File: config.mk
export PLATFORM = sky130hd
export DESIGN_NAME = circular_deque
export DESIGN_NICKNAME = d
export VERILOG_FILES = /design/src/cdq_pkg.sv /design/src/cdq_cell.sv /design/src/cdq_ctrl.sv /design/src/circular_deque.sv
export SDC_FILE = /design/constraint.sdc
export NUM_CORES = 2
export LEC_CHECK = 0
export BUFFER_PORTS_ARGS = -buffer_cell sky130_fd_sc_hd__buf_2
export CAP_MARGIN = 5
export CORE_MARGIN = 2
export CORE_UTILIZATION = 55
export DETAILED_ROUTE_END_ITERATION = 10
export HOLD_SLACK_MARGIN = 0.1
export PLACE_DENSITY = 0.72
export SYNTH_ARGS = -nofsm -noshare
export SYNTH_HDL_FRONTEND = slang
export SYNTH_SLANG_ARGS = --single-unit
File: constraint.sdc
create_clock -name clk -period 5.8 [get_ports clk]
set_input_delay 0.58 -clock clk [delete_from_list [all_inputs] [get_ports clk]]
set_output_delay 0.58 -clock clk [all_outputs]
set_load 0.01 [all_outputs]
File: src/cdq_pkg.sv
// Package with constants and types of the circular deque.
`default_nettype none

package cdq_pkg;

    localparam int DEPTH_DEFAULT = 16;
    localparam int DATA_W        = 32;
    localparam int OP_W          = 2;
    localparam int ST_W          = 2;
    localparam int CAP_W         = 5;

    localparam logic [CAP_W-1:0] CAP_RESET = 5'd16;

    localparam logic [OP_W-1:0] OP_PUSH_FRONT = 2'd0;
    localparam logic [OP_W-1:0] OP_PUSH_REAR  = 2'd1;
    localparam logic [OP_W-1:0] OP_POP_FRONT  = 2'd2;
    localparam logic [OP_W-1:0] OP_POP_REAR   = 2'd3;

    localparam logic [ST_W-1:0] ST_DONE      = 2'd0;
    localparam logic [ST_W-1:0] ST_OVERFLOW  = 2'd1;
    localparam logic [ST_W-1:0] ST_UNDERFLOW = 2'd2;

    localparam logic [DATA_W-1:0] EMPTY_VALUE = 32'hFFFF_FFFF;

    typedef struct packed {
        logic                     valid;
        logic signed [DATA_W-1:0] front;
        logic signed [DATA_W-1:0] rear;
    } link_t;

    typedef struct packed {
        logic [ST_W-1:0] status;
        logic            is_empty;
        logic            is_full;
    } flags_t;

endpackage

`default_nettype wire

File: src/cdq_cell.sv
// One slot of the deque store with its stage of the read chain.
`default_nettype none

module cdq_cell #(
    parameter int DEPTH = cdq_pkg::DEPTH_DEFAULT,
    parameter int INDEX = 0
) (
    input  wire logic                             clk,
    input  wire logic                             rst_n,
    input  wire logic                             wr_en,
    input  wire logic [$clog2(DEPTH)-1:0]         wr_idx,
    input  wire logic signed [cdq_pkg::DATA_W-1:0] wr_data,
    input  wire logic [$clog2(DEPTH)-1:0]         head_idx,
    input  wire logic [$clog2(DEPTH)-1:0]         tail_idx,
    input  wire cdq_pkg::link_t                   link_in,
    output cdq_pkg::link_t                        link_out
);

    localparam int IDX_W = $clog2(DEPTH);
    localparam logic [IDX_W-1:0] MY_IDX = IDX_W'(INDEX);

    logic signed [cdq_pkg::DATA_W-1:0] slot_reg;
    logic                               valid_reg;
    logic signed [cdq_pkg::DATA_W-1:0] front_reg;
    logic signed [cdq_pkg::DATA_W-1:0] rear_reg;
    cdq_pkg::link_t                     link_next;

    always_ff @(posedge clk)
    begin
        if (wr_en && (wr_idx == MY_IDX))
        begin
            slot_reg <= wr_data;
        end
    end

    always_comb
    begin
        link_next       = link_in;
        if (head_idx == MY_IDX)
        begin
            link_next.front = slot_reg;
        end
        if (tail_idx == MY_IDX)
        begin
            link_next.rear = slot_reg;
        end
    end

    always_ff @(posedge clk or negedge rst_n)
    begin
        if (!rst_n)
        begin
            valid_reg <= 1'b0;
        end
        else
        begin
            valid_reg <= link_next.valid;
        end
    end

    always_ff @(posedge clk)
    begin
        front_reg <= link_next.front;
        rear_reg  <= link_next.rear;
    end

    assign link_out.valid = valid_reg;
    assign link_out.front = front_reg;
    assign link_out.rear  = rear_reg;

endmodule

`default_nettype wire

File: src/cdq_ctrl.sv
// Index, count and capacity control of the circular deque.
`default_nettype none

module cdq_ctrl #(
    parameter int DEPTH = cdq_pkg::DEPTH_DEFAULT
) (
    input  wire logic                         clk,
    input  wire logic                         rst_n,
    input  wire logic                         accept,
    input  wire logic [cdq_pkg::OP_W-1:0]     opcode,
    input  wire logic                         cfg_valid,
    input  wire logic [cdq_pkg::CAP_W-1:0]    cfg_data,
    output logic                              wr_en,
    output logic [$clog2(DEPTH)-1:0]          wr_idx,
    output logic [$clog2(DEPTH)-1:0]          head_idx,
    output logic [$clog2(DEPTH)-1:0]          tail_idx,
    output cdq_pkg::flags_t                   flags
);

    localparam int IDX_W = $clog2(DEPTH);
    localparam int CW    = (IDX_W + 1 > cdq_pkg::CAP_W) ? IDX_W + 1 : cdq_pkg::CAP_W;

    logic [cdq_pkg::CAP_W-1:0] capacity_reg;
    logic [IDX_W-1:0]          head_reg;
    logic [IDX_W-1:0]          head_next;
    logic [IDX_W-1:0]          tail_reg;
    logic [IDX_W-1:0]          tail_next;
    logic [CW-1:0]             count_reg;
    logic [CW-1:0]             count_next;
    logic [cdq_pkg::ST_W-1:0]  status_reg;
    logic [cdq_pkg::ST_W-1:0]  status_next;
    logic [CW-1:0]             cap_wide;
    logic [CW-1:0]             eff_cap;
    logic                      full_now;

    function automatic logic [IDX_W-1:0] step_up(input logic [IDX_W-1:0] idx,
                                                 input logic [CW-1:0] cap);
        logic [CW-1:0] idx_w;
        idx_w = CW'(idx);
        return (idx_w >= cap - CW'(1)) ? '0 : idx + IDX_W'(1);
    endfunction

    function automatic logic [IDX_W-1:0] step_down(input logic [IDX_W-1:0] idx,
                                                   input logic [CW-1:0] cap);
        logic [CW-1:0] last;
        last = cap - CW'(1);
        return (idx == '0) ? last[IDX_W-1:0] : idx - IDX_W'(1);
    endfunction

    assign cap_wide = CW'(capacity_reg);

    always_comb
    begin
        if (cap_wide == '0)
        begin
            eff_cap = CW'(1);
        end
        else if (cap_wide > CW'(DEPTH))
        begin
            eff_cap = CW'(DEPTH);
        end
        else
        begin
            eff_cap = cap_wide;
        end
    end

    assign full_now = (count_reg >= eff_cap);

    always_comb
    begin
        head_next   = head_reg;
        tail_next   = tail_reg;
        count_next  = count_reg;
        status_next = cdq_pkg::ST_DONE;
        wr_en       = 1'b0;
        wr_idx      = '0;
        case (opcode)
            cdq_pkg::OP_PUSH_FRONT,
            cdq_pkg::OP_PUSH_REAR:
            begin
                if (full_now)
                begin
                    status_next = cdq_pkg::ST_OVERFLOW;
                end
                else if (count_reg == '0)
                begin
                    head_next  = '0;
                    tail_next  = '0;
                    count_next = CW'(1);
                    wr_en      = accept;
                end
                else if (opcode == cdq_pkg::OP_PUSH_FRONT)
                begin
                    head_next  = step_down(head_reg, eff_cap);
                    wr_idx     = head_next;
                    count_next = count_reg + CW'(1);
                    wr_en      = accept;
                end
                else
                begin
                    tail_next  = step_up(tail_reg, eff_cap);
                    wr_idx     = tail_next;
                    count_next = count_reg + CW'(1);
                    wr_en      = accept;
                end
            end
            cdq_pkg::OP_POP_FRONT,
            cdq_pkg::OP_POP_REAR:
            begin
                if (count_reg == '0)
                begin
                    status_next = cdq_pkg::ST_UNDERFLOW;
                end
                else
                begin
                    count_next = count_reg - CW'(1);
                    if (count_next == '0)
                    begin
                        head_next = '0;
                        tail_next = '0;
                    end
                    else if (opcode == cdq_pkg::OP_POP_FRONT)
                    begin
                        head_next = step_up(head_reg, eff_cap);
                    end
                    else
                    begin
                        tail_next = step_down(tail_reg, eff_cap);
                    end
                end
            end
            default:
            begin
                status_next = cdq_pkg::ST_DONE;
            end
        endcase
    end

    always_ff @(posedge clk or negedge rst_n)
    begin
        if (!rst_n)
        begin
            capacity_reg <= cdq_pkg::CAP_RESET;
            head_reg     <= '0;
            tail_reg     <= '0;
            count_reg    <= '0;
            status_reg   <= cdq_pkg::ST_DONE;
        end
        else
        begin
            if (cfg_valid)
            begin
                capacity_reg <= cfg_data;
            end
            if (accept)
            begin
                head_reg   <= head_next;
                tail_reg   <= tail_next;
                count_reg  <= count_next;
                status_reg <= status_next;
            end
        end
    end

    assign head_idx       = head_reg;
    assign tail_idx       = tail_reg;
    assign flags.status   = status_reg;
    assign flags.is_empty = (count_reg == '0);
    assign flags.is_full  = full_now;

endmodule

`default_nettype wire

File: src/circular_deque.sv
// Circular deque: control, a row of slot cells with a read chain, done and output registers.
// A result passes from launch_reg along the cells' read chain into the done register, then to m_axis.
// One transaction is in flight at a time; the front/rear read walks the cell row,
//   one cell a cycle, and the next item waits until its result moves to the output register.
// s_axis_tready rises once a result enters the output register, even while it waits on m_axis.
// Reset: asynchronous, active low; empty deque, capacity 16, slots undefined until written.
`default_nettype none

module circular_deque #(
    parameter int DEPTH = cdq_pkg::DEPTH_DEFAULT
) (
    input  wire logic                         clk,
    input  wire logic                         rst_n,
    input  wire logic                         cfg_valid,
    output logic                              cfg_ready,
    input  wire logic [cdq_pkg::CAP_W-1:0]    cfg_data,      // capacity
    input  wire logic                         s_axis_tvalid,
    output logic                              s_axis_tready,
    input  wire logic [cdq_pkg::DATA_W-1:0]   s_axis_tdata,  // value
    input  wire logic [cdq_pkg::OP_W-1:0]     s_axis_tuser,  // opcode
    output logic                              m_axis_tvalid,
    input  wire logic                         m_axis_tready,
    output logic [2*cdq_pkg::DATA_W-1:0]      m_axis_tdata,  // front_value, rear_value
    output logic [cdq_pkg::ST_W+1:0]          m_axis_tuser   // status, is_empty, is_full
);

    localparam int IDX_W = $clog2(DEPTH);

    logic                               accept;
    logic                               busy_reg;
    logic                               launch_reg;
    logic                               wr_en;
    logic [IDX_W-1:0]                   wr_idx;
    logic [IDX_W-1:0]                   head_idx;
    logic [IDX_W-1:0]                   tail_idx;
    cdq_pkg::flags_t                    flags;
    cdq_pkg::link_t                     chain [DEPTH+1];
    logic                               done_valid_reg;
    logic signed [cdq_pkg::DATA_W-1:0]  done_front_reg;
    logic signed [cdq_pkg::DATA_W-1:0]  done_rear_reg;
    cdq_pkg::flags_t                    done_flags_reg;
    logic                               m_valid_reg;
    logic signed [cdq_pkg::DATA_W-1:0]  m_front_reg;
    logic signed [cdq_pkg::DATA_W-1:0]  m_rear_reg;
    cdq_pkg::flags_t                    m_flags_reg;
    logic                               m_free;

    assign cfg_ready     = 1'b1;
    assign s_axis_tready = !busy_reg;
    assign accept        = s_axis_tvalid && s_axis_tready;

    cdq_ctrl #(
        .DEPTH (DEPTH)
    ) u_ctrl (
        .clk       (clk),
        .rst_n     (rst_n),
        .accept    (accept),
        .opcode    (s_axis_tuser),
        .cfg_valid (cfg_valid),
        .cfg_data  (cfg_data),
        .wr_en     (wr_en),
        .wr_idx    (wr_idx),
        .head_idx  (head_idx),
        .tail_idx  (tail_idx),
        .flags     (flags)
    );

    assign chain[0].valid = launch_reg;
    assign chain[0].front = cdq_pkg::EMPTY_VALUE;
    assign chain[0].rear  = cdq_pkg::EMPTY_VALUE;

    for (genvar i = 0; i < DEPTH; i++)
    begin : g_cell
        cdq_cell #(
            .DEPTH (DEPTH),
            .INDEX (i)
        ) u_cell (
            .clk      (clk),
            .rst_n    (rst_n),
            .wr_en    (wr_en),
            .wr_idx   (wr_idx),
            .wr_data  (s_axis_tdata),
            .head_idx (head_idx),
            .tail_idx (tail_idx),
            .link_in  (chain[i]),
            .link_out (chain[i+1])
        );
    end

    assign m_free = !m_valid_reg || m_axis_tready;

    always_ff @(posedge clk or negedge rst_n)
    begin
        if (!rst_n)
        begin
            busy_reg       <= 1'b0;
            launch_reg     <= 1'b0;
            done_valid_reg <= 1'b0;
            m_valid_reg    <= 1'b0;
        end
        else
        begin
            launch_reg <= accept;
            if (accept)
            begin
                busy_reg <= 1'b1;
            end
            if (chain[DEPTH].valid)
            begin
                done_valid_reg <= 1'b1;
            end
            if (done_valid_reg && m_free)
            begin
                done_valid_reg <= 1'b0;
                busy_reg       <= 1'b0;
                m_valid_reg    <= 1'b1;
            end
            else if (m_axis_tready)
            begin
                m_valid_reg <= 1'b0;
            end
        end
    end

    always_ff @(posedge clk)
    begin
        if (chain[DEPTH].valid)
        begin
            done_flags_reg <= flags;
            done_front_reg <= flags.is_empty ? cdq_pkg::EMPTY_VALUE : chain[DEPTH].front;
            done_rear_reg  <= flags.is_empty ? cdq_pkg::EMPTY_VALUE : chain[DEPTH].rear;
        end
        if (done_valid_reg && m_free)
        begin
            m_flags_reg <= done_flags_reg;
            m_front_reg <= done_front_reg;
            m_rear_reg  <= done_rear_reg;
        end
    end

    assign m_axis_tvalid = m_valid_reg;
    assign m_axis_tdata  = {m_rear_reg, m_front_reg};
    assign m_axis_tuser  = {m_flags_reg.is_full, m_flags_reg.is_empty, m_flags_reg.status};

endmodule

`default_nettype wire

; ---- Word-level counts from Yosys, hierarchy flattened
; Cells that the tools add are included.
[totals]
register_bits = 1712
in_bits = 44
out_inout_bits = 71
wordCells = 253
[classes]
add_sub_neg = 7
magnitude_cmp = 4
n_eq_ne = 54
n_mux = 69
n_reduce_logical = 36
[op_table]
columns = operator, n
row1 = $mux 32, 30
row2 = $eq 4x4->1 const B, 24
row3 = $mux 4, 20
row4 = $eq 4x3->1 const B, 12
row5 = $mux 5, 5
row6 = $eq 4x2->1 const B, 6
row7 = $logic_and 1x1->1, 18
row8 = $pmux 4 s2, 2
row9 = $logic_not 5->1, 3
row10 = $eq 4x1->1 const B, 3
row11 = $logic_not 4->1, 3
row12 = $ge 4x5->1, 2
row13 = $pmux 5 s2, 1
row14 = $reduce_and 5->1, 2
row15 = $sub 5x1->5 const B, 2
row16 = $mux 1, 9
row17 = $add 4x1->4 const B, 2
row18 = $sub 4x1->4 const B, 2
row19 = $ne 3x2->1 const B, 2
row20 = $reduce_bool 2->1, 3
row21 = $add 5x1->5 const B, 1
row22 = $ge 5x5->1, 1
row23 = $gt 5x5->1 const B, 1
row24 = $eq 2x2->1 const B, 2
row25 = 11 further kinds, 14

; ---- Longest topological paths before layout
[logic_depth]
ltp_word = 12
ltp_mapped = 13
depth_no_buf = 12

; ---- Hierarchy
; From an unflattened synthesis, not the netlist that was laid out.
[unflattened]
hier_cells = 3200
hier_area_um2 = 59234.3
[modules_own_cells]
columns = mod, instances, cells_per_inst, area_per_inst_um2
row1 = cdq_cell at g_cell[10].u_cell ..., 6, 174, 3388.2
row2 = cdq_cell at g_cell[11].u_cell ..., 2, 172, 3349.5
row3 = cdq_cell at g_cell[13].u_cell ..., 2, 172, 3345.7
row4 = cdq_cell at g_cell[1].u_cell ..., 2, 172, 3124.2
row5 = cdq_cell at g_cell[4].u_cell ..., 2, 172, 3120.5
row6 = circular_deque, 1, 222, 4725.8
row7 = cdq_cell at g_cell[15].u_cell, 1, 173, 3343.2
row8 = cdq_cell at g_cell[0].u_cell, 1, 172, 3118.0
row9 = cdq_ctrl, 1, 213, 1838.0

; ---- Worst setup path after synthesis
; Ideal clock, no wire load.
[synth_path]
path_kind = register -> register
startpoint = reg u_ctrl.capacity_reg, in the netlist u_ctrl.cap_wide[3]
endpoint = reg g_cell[13].u_cell.slot_reg[0] (netlist bit), enable pin
arrival_ps = 4214
t_required_ps = 5379
slack_ps = 1165
stages_incl_launch_ff = 14
path_buffers = 1
synth_period_minus_slack_ps = 4635
path_cell_list = dfrtp_1 > nor3_1 > o21ai_0 > ha_1 > inv_1 > xnor2_1 > ha_1 > a21oi_1 > o21ai_0 > o21ai_1 > buf_2 > nand3_1 > a211o_1 > nor2_1
[synth_between]
elab_chain_len = 12
[synth_rtl]
columns = element, line_no
row1 = from (decl), cdq_ctrl.sv:23  ; logic [cdq_pkg::CAP_W-1:0] capacity_reg;
row2 = from (signal assigned), cdq_ctrl.sv:144  ; capacity_reg <= cdq_pkg::CAP_RESET;
row3 = from (signal assigned), cdq_ctrl.sv:154  ; capacity_reg <= cfg_data;
row4 = $gt 5x5->1, cdq_ctrl.sv:58  ; else if (cap_wide > CW'(DEPTH))
row5 = $mux 5, cdq_ctrl.sv:58
row6 = $mux 5 (*), cdq_ctrl.sv:54  ; if (cap_wide == '0)
row7 = $sub 5x1->5, cdq_ctrl.sv:46  ; last = cap - CW'(1);
row8 = $ge 4x5->1, cdq_ctrl.sv:40  ; return (idx_w >= cap - CW'(1)) ? '0 : idx + IDX_W'(1);
row9 = $mux 4, cdq_ctrl.sv:40
row10 = $mux 4, cdq_ctrl.sv:93  ; else if (opcode == cdq_pkg::OP_PUSH_FRONT)
row11 = $mux 4, cdq_ctrl.sv:86  ; else if (count_reg == '0)
row12 = $mux 4, cdq_ctrl.sv:82  ; if (full_now)
row13 = $mux 4, cdq_ctrl.sv:78  ; case (opcode)
row14 = $eq 4x4->1, cdq_cell.sv:30  ; if (wr_en && (wr_idx == MY_IDX))
row15 = $logic_and 1x1->1 (*), cdq_cell.sv:30
row16 = to (signal assigned), cdq_cell.sv:32  ; slot_reg <= wr_data;
row17 = to (decl), cdq_cell.sv:22  ; logic signed [cdq_pkg::DATA_W-1:0] slot_reg;
; Mark *: on every way between the ends. The rest lies on a longest branch, timed or not.
; A chain may end at the register's enable or synchronous reset.

; ---- Worst setup path in the final report
[layout_path]
startpoint = reg u_ctrl.capacity_reg, in the netlist u_ctrl.cap_wide[3]
endpoint = reg g_cell[4].u_cell.slot_reg[17] (netlist bit), enable pin
[layout_between]
elab_chain_len = 12
[layout_rtl]
columns = element, line_no
row1 = $gt 5x5->1, cdq_ctrl.sv:58
row2 = $mux 5, cdq_ctrl.sv:58
row3 = $mux 5 (*), cdq_ctrl.sv:54
row4 = $sub 5x1->5, cdq_ctrl.sv:46
row5 = $ge 4x5->1, cdq_ctrl.sv:40
row6 = $mux 4, cdq_ctrl.sv:40
row7 = $mux 4, cdq_ctrl.sv:93
row8 = $mux 4, cdq_ctrl.sv:86
row9 = $mux 4, cdq_ctrl.sv:82
row10 = $mux 4, cdq_ctrl.sv:78
row11 = $eq 4x3->1, cdq_cell.sv:30
row12 = $logic_and 1x1->1 (*), cdq_cell.sv:30
row13 = to (signal assigned), cdq_cell.sv:32
row14 = to (decl), cdq_cell.sv:22
; Marks and branches as above.

==> flow_summary_export.csv <==
group,metric,value,unit
outcome,status,"complete, no violations",
clocking,cts_made_buffers,158,
pwr,p_int,25.3,mW
clocking,htree_levels,4,
pwr,seq_power_share,51.7,%
logic_synthesis,ys_ff_latch,1712,
clocking,cts_setup_buffers,0,
logic_synthesis,yosysWarnings,0,
grt,grt.total_usage,18.8,%
floorplanning,die_w,320,um
logic_synthesis,postSynthCellCount,3193,
logic_synthesis,ys_seq_area_share,74.6,%
final_layout,drive_above_1_share,39.8,%
route,first_iter_violations,1515,
grt,grt_max_degree,71,
critical_path,path_class,"reg2reg",
clocking,clockBufferDepth,3,
placement,hpwl,59900,um
floorplanning,io_pins,115,
critical_path,cp.arrival,5.64,ns
sta,fin_crit_sh,91.3,%
clocking,cts_tree,"yes",
final_layout,design_area,62300,um2
pwr,p_comb_share,18.2,%
sta,slew_viol_final,0,
pwr,cellLeakagePower,22.3,nW
grt,antenna_found_initial,6,
grt,grt_pass1_vias,26800,
pwr,worst_ir_drop_vdd,0.339,mV
placement,dpl_cell_area,57000,um2
sta,worst_slew_pin_slew,1.18,ns
sta,fmax,0.189,GHz
floorplanning,rows,115,
logic_synthesis,synth_edf_count,648,
final_layout,syn_to_final_growth,13.6,%
hold_path,hold_class,"in2reg",
route,drc,0,
route,wl_per_cell,19.6,um
logic_synthesis,yosys.cell_types.count,78,
logic_synthesis,synth_ff_type,"dfxtp_1",
critical_path,startpoint,"u_ctrl.cap_wide[3]$_DFFE_PN0P_",
placement,gp_congestion,0.787,
sta,tns,0,ns
route,dr.pass1.iters,6,
clocking,cts.clk_slew.worst_paths,0.06,ns
logic_synthesis,ys_async_sr_fraction,2.34,%
grt,grt_pass1_wl,152000,um
route,vias_per_cell,5.14,
route,routed_wl,94900,um
floorplanning,core_region_area,98700,um2
sta,setup_viol,0,
critical_path,reg2reg_from,"u_ctrl.cap_wide[3]$_DFFE_PN0P_",
pwr,power_density,534,nW/um2
clocking,clk_latency,0.75,ns
pwr,clock_power_share,30.1,%
logic_synthesis,syn_area_per_cell,17.2,um2
logic_synthesis,syn_area,54900,um2
sta,grt_setup_unrepaired,"false",
critical_path,cp_max_fo,32,
clocking,cts.sinks,1712,
route,postRouteAntennaNets,0,
sta,slew_headroom,21.2,%
logic_synthesis,syn-num-nets,3260,
pwr,p_sw,8.01,mW
placement,placedCellCount,4524,
route,vias,24800,
clocking,cts.repair.resized,0,
critical_path,crit_required,6.15,ns
floorplanning,start_util,55.6,%
sta,hold_viol_final,0,
critical_path,start_kind,"flip-flop",
sta,hold_ws,0.172,ns
final_layout,final_cells,4834,
hold_path,worstHoldStart,"cfg_valid",
pwr,swShare,24.0,%
sta,finClkSkew,0.0242,ns
placement,port_buffers,113,
grt,grt-ovfl-total,0,
floorplanning,dieArea,102000,um2
run,maxCapViolCount,0,
floorplanning,die_h,320,um
sta,period_needed,5.30,ns
final_layout,layout.nets,3474,
clocking,cts_root_buf,"clkbuf_16",
critical_path,endpoint_kind,"flip-flop",
final_layout,fin_util,63.2,%
## final timing paths
path | endpoint | slack (ns) | cells past startpoint
setup reg to reg | g_cell[4].u_cell.slot_reg[17]$_DFFE_PP_ | 0.50 | 12
setup / recovery | g_cell[4].u_cell.slot_reg[17]$_DFFE_PP_ | 0.50 | 12
min in group asynchronous | done_valid_reg$_DFFE_PN0P_ | 0.53 | 2
hold / removal | u_ctrl.cap_wide[0]$_DFFE_PN0P_ | 0.17 | 2
hold reg to reg | g_cell[15].u_cell.valid_reg$_DFF_PN0_ | 0.35 | 0
max in group asynchronous | g_cell[15].u_cell.valid_reg$_DFF_PN0_ | 4.56 | 2
## critical path, stage by stage (launching register included)
cell and delay (ns):
dfrtp_1 0.45, nor3_1 0.11, o21ai_0 0.84, ha_1 0.39
inv_1 0.10, xnor2_1 0.49, ha_1 0.35, a21oi_1 0.15
o21ai_0 0.12, o21ai_1 0.46, and3_1 0.26, o211ai_2 0.20
nor2_4 0.92
## cell type report
type,count,area [um2]
Antenna cell,4,10.0
Timing Repair Buffer,173,1040
Inverter,20,80.1
Fill cell,6965,36400
Tap cell,1287,1610
Multi-Input combinational cell,1342,13400
Clock inverter,63,524
Sequential cell,1712,41000
Clock buffer,233,4660
## cells in the final DEF, fill, tap and decap left out, types with 9 or more instances in the layout
| cell | n |
|---|---|
| dlygate4sd3_1 | 10 |
| inv_1 | 17 |
| o21ai_0 | 12 |
| nand2_1 | 41 |
| ha_1 | 23 |
| clkbuf_1 | 38 |
| nand2b_1 | 134 |
| mux2_1 | 9 |
| buf_2 | 113 |
| clkbuf_8 | 32 |
| edfxtp_1 | 648 |
| dfrtp_1 | 38 |
| dfxtp_1 | 1024 |
| nor2_1 | 21 |
| clkbuf_16 | 163 |
| buf_4 | 50 |
| clkinv_1 | 13 |
| nand3_1 | 16 |
| a21oi_1 | 16 |
| clkinv_2 | 27 |
| nor2_2 | 10 |
| mux2_2 | 957 |
## through the flow
step	worst slack (ns)	total power, mW
floorplan	1.17	21.6
global route	0.296	34.9
detailed placement	0.600	23.4
finish	0.505	33.3
CTS	0.554	33.6
global placement	0.803	23.2
## metal layers
metal,GRT usage [%],vias up,wire length (um)
li1,-,11900,-
met1,26.8,12300,46000
met2,29.7,501,43000
met3,3.29,157,3940
met4,5.95,2,1990
met5,0,-,13
## timing repair
action                                 4_1_cts  5_1_grt
setup endpoints to repair                    0        0
hold buffers                                10        0
endpoints found under the hold margin       46        0
## logic make-up after synthesis
kind of cell | Yosys count | synth area share, %
buffers and inverters | 139 | 1.03
AOI/OAI and AO/OA | 77 | 1.10
DFF | 1712 | 74.6
and+or+nand+nor | 262 | 2.66
other | 1 | 0.00683
adders and majority gates | 24 | 0.543
xor gates and xnor gates | 8 | 0.128
muxes | 970 | 19.9
## Yosys cell counts (2+ instances only)
cell,count,share of area [%]
a21oi_1,16,0.15
a21oi_2,2,0.032
a31oi_1,2,0.023
a32oi_1,2,0.032
and2_1,6,0.068
and3_1,2,0.023
buf_1,70,0.48
buf_2,18,0.16
buf_4,2,0.027
clkbuf_1,28,0.19
dfrtp_1,39,1.8
dfxtp_1,1024,37
edfxtp_1,648,35
ha_1,23,0.52
inv_1,18,0.12
mux2_1,9,0.18
mux2_2,957,20
mux2i_1,3,0.055
nand2_1,41,0.28
nand2_2,3,0.034
nand2b_1,134,1.5
nand3_1,16,0.15
nand4_1,5,0.057
nor2_1,37,0.25
nor2b_1,4,0.046
nor3_1,3,0.027
o211ai_1,4,0.055
o211ai_2,2,0.046
o21ai_0,12,0.11
o21ai_1,3,0.027
o21ai_4,2,0.059
o22ai_1,2,0.023
o31ai_1,5,0.068
xnor2_1,7,0.11
## power groups by stage
stage,clock [mW],combinational [mW],sequential [mW]
6_report,10.0,6.07,17.2
5_1_grt,10.7,6.62,17.5
4_1_cts,10.2,6.11,17.2
3_5_place_dp,0,5.95,17.4
3_3_place_gp,0,5.90,17.3
2_1_floorplan,0,4.62,17.0
Note: power is estimated with default switching activity, not from simulation.
